$ cat config.mk
export PLATFORM = sky130hd
export DESIGN_NAME = indexed_insert_buffer
export DESIGN_NICKNAME = d
export VERILOG_FILES = /design/src/hw/rtl/iib_pkg.sv /design/src/hw/rtl/indexed_insert_buffer.sv /design/src/hw/rtl/iib_ctrl.sv /design/src/hw/rtl/iib_dpath.sv
export SDC_FILE = /design/constraint.sdc
export NUM_CORES = 2
export LEC_CHECK = 0
export ABC_CLOCK_PERIOD_IN_PS = 6010
export BUFFER_PORTS_ARGS = -buffer_cell sky130_fd_sc_hd__buf_2
export CAP_MARGIN = 40
export CORE_MARGIN = 2
export CORE_UTILIZATION = 50
export CTS_BUF_LIST = sky130_fd_sc_hd__clkbuf_16
export DETAILED_ROUTE_END_ITERATION = 8
export PLACE_DENSITY = 0.66
export SYNTH_ARGS = -nofsm -noshare
export SYNTH_HDL_FRONTEND = slang
export SYNTH_HIERARCHICAL = 1
export SYNTH_SLANG_ARGS = --single-unit
$ cat constraint.sdc
create_clock -name clk -period 6.01 [get_ports clk]
set_input_delay 0.9015 -clock clk [delete_from_list [all_inputs] [get_ports clk]]
set_output_delay 0.9015 -clock clk [all_outputs]
set_load 0.02 [all_outputs]
$ cat src/hw/rtl/iib_pkg.sv
// ----------------------------------------------------------------------------
// iib_pkg
// Shared types and codes of the indexed insert buffer: request and result
// payloads, operation and status codes, controller states and the command
// and status groups between controller and datapath.
// ----------------------------------------------------------------------------
package iib_pkg;

  localparam int DEF_CAPACITY = 64;
  localparam int IDX_W        = 7;
  localparam int WORD_W       = 32;

  typedef enum logic [1:0] {
    OP_APPEND = 2'd0,
    OP_INSERT = 2'd1,
    OP_READ   = 2'd2
  } op_t;

  typedef enum logic [1:0] {
    STAT_DONE   = 2'd0,
    STAT_BOUNDS = 2'd1,
    STAT_FULL   = 2'd2
  } stat_t;

  typedef struct packed {
    logic [1:0]               operation;
    logic signed [WORD_W-1:0] value;
    logic [IDX_W-1:0]         index;
  } req_t;

  typedef struct packed {
    logic [1:0]               status;
    logic signed [WORD_W-1:0] read_data;
    logic [IDX_W-1:0]         entry_count;
    logic                     is_empty;
  } rsp_t;

  typedef enum logic [2:0] {
    S_IDLE,
    S_EXEC,
    S_SHIFT,
    S_INS_WR,
    S_RD_WAIT
  } state_t;

  // Datapath commands
  typedef enum logic [2:0] {
    CMD_NONE,
    CMD_LOAD,        // capture the request
    CMD_APPEND,      // write value at count, count up
    CMD_INSERT_AT,   // write value at index, count up
    CMD_SHIFT_START, // point at the last entry and read it
    CMD_SHIFT,       // move the entry read one place up, step down
    CMD_READ_START   // read the entry at index
  } cmd_t;

  typedef enum logic [1:0] {
    DSEL_ZERO,
    DSEL_EMPTY,
    DSEL_MEM
  } dsel_t;

  typedef struct packed {
    cmd_t  cmd;
    logic  respond;
    stat_t status;
    dsel_t data_sel;
  } ctl_t;

  typedef struct packed {
    logic [1:0] op;
    logic       idx_gt_cnt;
    logic       idx_ge_cnt;
    logic       full;
    logic       ptr_at_idx;
  } sts_t;

endpackage

$ cat src/hw/rtl/indexed_insert_buffer.sv
// ----------------------------------------------------------------------------
// indexed_insert_buffer
// Fixed-capacity ordered store of signed 32-bit words with append, insert at
// index and read at index; one result per request.
// ----------------------------------------------------------------------------
// A request is taken on a clock edge where start is high and busy is low.
// Every request gives exactly one result, shown on out_rsp for a single
// cycle with out_valid high; the receiver cannot stall it, so sample it then.
// busy is already low in the cycle the result shows, so the next request may
// be issued in that cycle. Append, an insert at the end, an unused code and
// any rejected request (bad index or full store) are answered from the decode
// state; a read waits for the memory read; an inner insert moves the entries
// from the last down to the index one place up, then writes the value. Insert
// moves one entry per cycle through the entry memory's single read and
// single write port, which sets its length. A read with an index at or past
// the count returns STAT_BOUNDS and the configured empty value. Write the
// empty value only while busy is low and no result is pending.
module indexed_insert_buffer
  import iib_pkg::*;
#(
  parameter int CAPACITY = DEF_CAPACITY
)(
  input  logic              clk,
  input  logic              rst_n,
  // request channel
  input  logic              start,
  output logic              busy,
  input  req_t              in_req,
  // result channel
  output logic              out_valid,
  output rsp_t              out_rsp,
  // configuration: empty value
  input  logic              cfg_we,
  input  logic [WORD_W-1:0] cfg_wdata
);

  ctl_t ctl;
  sts_t sts;

  // Sequence each request: decode, shift loop, final write, result strobe.
  iib_ctrl u_ctrl (
    .clk   (clk),
    .rst_n (rst_n),
    .start (start),
    .sts   (sts),
    .ctl   (ctl),
    .busy  (busy)
  );

  // Hold entries, count and result register; act on controller commands.
  iib_dpath #(
    .CAPACITY (CAPACITY)
  ) u_dpath (
    .clk       (clk),
    .rst_n     (rst_n),
    .in_req    (in_req),
    .cfg_we    (cfg_we),
    .cfg_wdata (cfg_wdata),
    .ctl       (ctl),
    .sts       (sts),
    .out_valid (out_valid),
    .out_rsp   (out_rsp)
  );

endmodule

$ cat src/hw/rtl/iib_ctrl.sv
// ----------------------------------------------------------------------------
// iib_ctrl
// Controller of the indexed insert buffer: sequences each request and drives
// the datapath by commands.
// ----------------------------------------------------------------------------
module iib_ctrl
  import iib_pkg::*;
(
  input  logic   clk,
  input  logic   rst_n,
  input  logic   start,
  input  sts_t   sts,
  output ctl_t   ctl,
  output logic   busy
);

  state_t state_r, state_nxt;

  always_ff @(posedge clk) begin
    if (!rst_n) begin
      state_r <= S_IDLE;
    end else begin
      state_r <= state_nxt;
    end
  end

  // Next state
  always_comb begin
    state_nxt = state_r;
    unique case (state_r)
      S_IDLE: begin
        if (start) begin
          state_nxt = S_EXEC;
        end
      end
      S_EXEC: begin
        state_nxt = S_IDLE;
        if (sts.op == OP_INSERT && !sts.idx_gt_cnt && !sts.full && !sts.idx_ge_cnt) begin
          state_nxt = S_SHIFT;
        end else if (sts.op == OP_READ && !sts.idx_ge_cnt) begin
          state_nxt = S_RD_WAIT;
        end
      end
      S_SHIFT: begin
        if (sts.ptr_at_idx) begin
          state_nxt = S_INS_WR;
        end
      end
      S_INS_WR:  state_nxt = S_IDLE;
      S_RD_WAIT: state_nxt = S_IDLE;
      default:   state_nxt = S_IDLE;
    endcase
  end

  // Outputs
  always_comb begin
    ctl.cmd      = CMD_NONE;
    ctl.respond  = 1'b0;
    ctl.status   = STAT_DONE;
    ctl.data_sel = DSEL_ZERO;
    unique case (state_r)
      S_IDLE: begin
        if (start) begin
          ctl.cmd = CMD_LOAD;
        end
      end
      S_EXEC: begin
        case (sts.op)
          OP_APPEND: begin
            ctl.respond = 1'b1;
            if (sts.full) begin
              ctl.status = STAT_FULL;
            end else begin
              ctl.cmd = CMD_APPEND;
            end
          end
          OP_INSERT: begin
            if (sts.idx_gt_cnt) begin
              ctl.respond = 1'b1;
              ctl.status  = STAT_BOUNDS;
            end else if (sts.full) begin
              ctl.respond = 1'b1;
              ctl.status  = STAT_FULL;
            end else if (sts.idx_ge_cnt) begin
              ctl.cmd     = CMD_INSERT_AT;
              ctl.respond = 1'b1;
            end else begin
              ctl.cmd = CMD_SHIFT_START;
            end
          end
          OP_READ: begin
            if (sts.idx_ge_cnt) begin
              ctl.respond  = 1'b1;
              ctl.status   = STAT_BOUNDS;
              ctl.data_sel = DSEL_EMPTY;
            end else begin
              ctl.cmd = CMD_READ_START;
            end
          end
          default: ctl.respond = 1'b1;
        endcase
      end
      S_SHIFT: ctl.cmd = CMD_SHIFT;
      S_INS_WR: begin
        ctl.cmd     = CMD_INSERT_AT;
        ctl.respond = 1'b1;
      end
      S_RD_WAIT: begin
        ctl.respond  = 1'b1;
        ctl.data_sel = DSEL_MEM;
      end
      default: ctl.cmd = CMD_NONE;
    endcase
  end

  assign busy = (state_r != S_IDLE);

endmodule

$ cat src/hw/rtl/iib_dpath.sv
// ----------------------------------------------------------------------------
// iib_dpath
// Datapath of the indexed insert buffer: entry memory, count, request and
// result registers, shift pointer and the configured empty value.
// ----------------------------------------------------------------------------
module iib_dpath
  import iib_pkg::*;
#(
  parameter int CAPACITY = DEF_CAPACITY
)(
  input  logic              clk,
  input  logic              rst_n,
  input  req_t              in_req,
  input  logic              cfg_we,
  input  logic [WORD_W-1:0] cfg_wdata,
  input  ctl_t              ctl,
  output sts_t              sts,
  output logic              out_valid,
  output rsp_t              out_rsp
);

  localparam int AW   = $clog2(CAPACITY);
  localparam int CW   = $clog2(CAPACITY + 1);
  localparam int CMPW = (CW > IDX_W) ? CW : IDX_W;

  logic [WORD_W-1:0] mem [CAPACITY];
  logic [WORD_W-1:0] rd_data_r;
  logic [WORD_W-1:0] empty_value_r;
  req_t              req_r;
  logic [CW-1:0]     count_r, count_nxt;
  logic [AW-1:0]     ptr_r, ptr_nxt;
  logic              out_valid_r;
  rsp_t              rsp_r;

  logic              mem_we;
  logic [AW-1:0]     mem_waddr;
  logic [WORD_W-1:0] mem_wdata;
  logic [AW-1:0]     idx_addr;
  logic [CMPW-1:0]   idx_ext, cnt_ext;
  logic [WORD_W-1:0] rsp_data;

  assign idx_addr = AW'(req_r.index);
  assign idx_ext  = CMPW'(req_r.index);
  assign cnt_ext  = CMPW'(count_r);

  assign sts.op         = req_r.operation;
  assign sts.idx_gt_cnt = (idx_ext > cnt_ext);
  assign sts.idx_ge_cnt = (idx_ext >= cnt_ext);
  assign sts.full       = (count_r == CW'(CAPACITY));
  assign sts.ptr_at_idx = (ptr_r == idx_addr);

  always_comb begin
    mem_we    = 1'b0;
    mem_waddr = idx_addr;
    mem_wdata = req_r.value;
    count_nxt = count_r;
    ptr_nxt   = ptr_r;
    unique case (ctl.cmd)
      CMD_APPEND: begin
        mem_we    = 1'b1;
        mem_waddr = AW'(count_r);
        count_nxt = count_r + CW'(1);
      end
      CMD_INSERT_AT: begin
        mem_we    = 1'b1;
        count_nxt = count_r + CW'(1);
      end
      CMD_SHIFT_START: ptr_nxt = AW'(count_r - CW'(1));
      CMD_SHIFT: begin
        mem_we    = 1'b1;
        mem_waddr = ptr_r + AW'(1);
        mem_wdata = rd_data_r;
        ptr_nxt   = ptr_r - AW'(1);
      end
      CMD_READ_START: ptr_nxt = idx_addr;
      default: ptr_nxt = ptr_r;
    endcase
  end

  // Entry memory: one write port, one registered read port at the next pointer
  always_ff @(posedge clk) begin
    if (mem_we) begin
      mem[mem_waddr] <= mem_wdata;
    end
    rd_data_r <= mem[ptr_nxt];
  end

  always_comb begin
    case (ctl.data_sel)
      DSEL_EMPTY: rsp_data = empty_value_r;
      DSEL_MEM:   rsp_data = rd_data_r;
      default:    rsp_data = '0;
    endcase
  end

  always_ff @(posedge clk) begin
    if (!rst_n) begin
      count_r       <= '0;
      empty_value_r <= '0;
      out_valid_r   <= 1'b0;
    end else begin
      count_r     <= count_nxt;
      out_valid_r <= ctl.respond;
      if (cfg_we) begin
        empty_value_r <= cfg_wdata;
      end
    end
  end

  always_ff @(posedge clk) begin
    ptr_r <= ptr_nxt;
    if (ctl.cmd == CMD_LOAD) begin
      req_r <= in_req;
    end
    if (ctl.respond) begin
      rsp_r.status      <= ctl.status;
      rsp_r.read_data   <= rsp_data;
      rsp_r.entry_count <= IDX_W'(count_nxt);
      rsp_r.is_empty    <= (count_nxt == '0);
    end
  end

  assign out_valid = out_valid_r;
  assign out_rsp   = rsp_r;

endmodule

==> summary.txt <==
Cells and area
  • Layout cells sized above 1: roughly 17%
  • Number of fill cells: 12900
  • Area Overhead vs Synth: 17.1%
  • Area of the multi-input gates: about 0.022 mm2
  • Nets: roughly 6000
  • Storage element area: around 0.066 mm2

Synth
  • Main flop type after synthesis: edfxtp_1
  • Average cell area after synthesis: roughly 17 um2
  • Yosys reg bits: between 2000 and 2500
  • Synth area leader: edfxtp_1
  • Synth Cell Area: about 0.088 mm2
  • Post-synthesis cell type count: 66
  • Synth warnings: 6
  • Syn nets: 5417
  • Yosys top cell area share: between 70% and 80%
  • EDFF count, synth: between 2000 and 2500
  • Mapped Cells: between 5000 and 6000
  • Top post-synthesis cells by area: edfxtp_1 (73%), mux2i_1 (15%), nand2_1 (2.2%)
  • Seq/Total Area, Yosys: roughly three quarters
  • Synth async-reset ratio: 0%

Worst setup path
  • Crit path max fanout: 20
  • Setup crit start kind: register
  • Crit end category: register
  • Critical path's largest stage delay: just under 500 ps
  • WS Path Type: reg2reg
  • CP max stage cell: or4_1
  • Cell mode on critical path: buf_12
  • Worst Path Arrival: 6410 ps
  • WP data required: between 6000 and 7000 ps

Run
  • Max Cap Viol: 0

Timing
  • Max Fclk: around 170 MHz
  • Fin crit share: 95.1%
  • Worst slew pin tran: around 930 ps
  • RSZ-0062 raised after global routing: no
  • Relative slew margins: between 30% and 40%
  • Final WS setup: between 200 and 300 ps
  • Tmin final: ~5700 ps
  • Setup TNS: 0 ps
  • Final Skew: about 40 ps
  • Final Max Slew Viols: 0
  • Final Hold Fails: 0
  • # setup viols final: 0

Global routing
  • First-pass GRT wire length: between 300000 and 400000 um
  • Initial antenna violation count: 22
  • Total global-route track usage: between 20% and 30%
  • Overflow after GRT: 0
  • Largest net degree at the start of global routing: 67
  • Number of global-route vias before repair: slightly below 50000

Placement
  • Buffers on Ports: 120
  • Final GP Congestion: between 0.8 and 0.9
  • Post-DP HPWL: approximately 150000 um
  • Place WS: between 10 and 15 ps

Power
  • Power Density: about 430 mW/mm2
  • Leak: between 30 and 40 nW
  • Worst vdd ir: ~0.00032 V

Floorplan
  • Die ar.: 0.179 mm2
  • Core box area: about 0.17 mm2
  • Die Width: 423 um
  • Die Y: between 400 and 500 um
  • Site row count: between 150 and 200
  • Initial Util: ~50%
  • # IOs: between 100 and 150

Routing
  • Post-route ant nets: 0
  • Number of detailed-route iterations in the first pass: 5
  • # DRC: 0
  • Vias/cell: 6.04
  • WL per Instance: a little under 30 um
  • Drt initial violations: 5669
  • Total number of vias: between 50000 and 60000
  • Detailed Route WL: ~250000 um

CTS
  • Total CTS buffers: 217
  • TritonCTS Sinks: between 2000 and 2500
  • Clock Path Buffers: 3
  • Clk slew on worst S/H paths: around 60 ps
  • Clock root buffer: clkbuf_16
  • Post-CTS Hold Buffers: 0
  • Worst skew pair latency: ~840 ps
  • CTS H-tree depth: 4
  • CTS tree: yes

Outcome
  • Status: finished, final reports clean

Hold path
  • Hold Path Class: in2reg
## area by class of cell
class | count | share of cell area (%)
antenna | 1 | 0.00243
clock buffer | 222 | 5.39
clock inverter | 181 | 1.26
inverter | 26 | 0.0996
multi-input combinational | 2782 | 21.0
sequential | 2212 | 63.7
tap | 2325 | 2.82
timing repair buffer | 590 | 5.71
## worst paths after layout
path | start | end | slack (ps) | cells past startpoint
max | u_dpath/idx_ext[1]$_DFFE_PN_ | u_dpath/rd_data_r[6]$_DFF_P_ | 290 | 26
min reg2reg | u_dpath/empty_value_r[19]$_SDFFE_PN0P_ | u_dpath/empty_value_r[19]$_SDFFE_PN0P_ | 520 | 2
max reg2reg | u_dpath/idx_ext[1]$_DFFE_PN_ | u_dpath/rd_data_r[6]$_DFF_P_ | 290 | 26
min | in_req[14] | u_dpath/req_r[14]$_DFFE_PN_ | 230 | 1
## state kept, by name, summed over array words and instances, names as in the netlist
signal and flops:
u_dpath/rd_data_r 32, u_dpath/idx_ext 7, u_ctrl/state_r 3, u_dpath/req_r 32
u_dpath/cnt_ext 7, u_dpath/mem 2048, u_dpath/sts 2, u_dpath/empty_value_r 32
u_dpath/out_rsp 42, u_dpath/out_valid 1, u_dpath/ptr_r 6
## logic make-up (layout without fill, tap and decap cells)
group	Yosys count	count (layout)	share of synthesized area [%]
DFF	2212	2212	74.6
muxes	1316	1316	15.0
and+or+nand+nor	1083	1083	5.37
AOI/OAI and AO/OA	349	349	2.95
buffers and inverters	329	1019	1.68
adders and majority gates	17	17	0.242
xor gates and xnor gates	17	17	0.169
other	0	1	0
## layer usage
metal | global-route usage (%) | part of all wire (%)
met5 | 0 | 0.055
met4 | 9.99 | 4.0
met3 | 5.05 | 8.9
met2 | 43.4 | 47
met1 | 36.9 | 40
## where the power goes
part	internal [W]	switching, W
clock	0.00731	0.00574
sequential	0.0173	0.000458
combinational	0.00536	0.00818
total	0.0300	0.0144
## critical path: cells and delay by family (launching register included)
kind / cells / cell delay, ps
AOI/OAI and AO/OA: 9 / 1550
buffers and inverters: 7 / 1100
DFF: 1 / 460
adders and majority gates: 2 / 580
muxes: 2 / 340
and+or+nand+nor: 6 / 1430
## cells in the final DEF, fill, tap and decap left out, types with 4 or more instances in the layout
cell type	n
edfxtp_1	2131
mux2i_1	1314
nand2_1	473
buf_4	328
clkbuf_16	224
nor2_1	177
nand3_1	141
buf_12	130
buf_2	122
dfxtp_1	80
inv_1	76
o22ai_1	69
nor2_4	68
a32oi_1	64
a31oi_1	62
nor3_1	60
o32ai_1	60
clkinv_1	54
nor2b_1	44
clkinv_2	41
nand2_2	36
a22oi_1	34
or4_1	33
ha_1	17
bufinv_16	15
xnor2_1	14
a21oi_1	13
o21ai_0	12
nor3_2	10
clkinvlp_4	7
a21o_1	5
or3_1	5
nand4_1	5
and2_1	5
clkinv_8	4
nand2b_1	4
buf_16	4
## per-stage QoR
step                area (um2)  hold slack (ps)  util, %  total power [W]  cells
floorplan                88000              483        -           0.0252   5323
global route            103000              193     59.1           0.0456   8338
CTS                     103000              172     59.0           0.0443   8332
detailed placement       95900              508     55.0           0.0313   7923
finish                  103000              228     59.1           0.0444   8339
global placement         95700              498     54.8           0.0311   7900
## synthesized netlist by cell type (3+ instances only)
cell type / count
buf_1: 7
o21ai_0: 12
or4_1: 33
a31oi_1: 65
nand2_1: 508
buf_4: 4
dfxtp_1: 81
buf_6: 5
a22oi_1: 34
nor3_1: 70
xnor2_1: 14
inv_1: 24
o32ai_1: 62
a32oi_1: 65
nand3_1: 141
a21oi_1: 13
nand4_1: 5
nor4_1: 4
ha_1: 17
xor2_1: 3
clkbuf_1: 136
nand2b_1: 4
o22ai_1: 72
a21o_1: 5
nor2_1: 245
mux2i_1: 1314
buf_2: 151
and2_1: 5
or3_1: 5
nor2b_1: 44
edfxtp_1: 2131
## what timing repair did
| item | CTS | global route |
|---|---|---|
| endpoints found under the setup margin | 2 | 28 |
| buffers inserted | 6 | 3 |
| gates cloned | 0 | 2 |
| resized for setup | 0 | 15 |
Power figures use the tool's default switching activity.
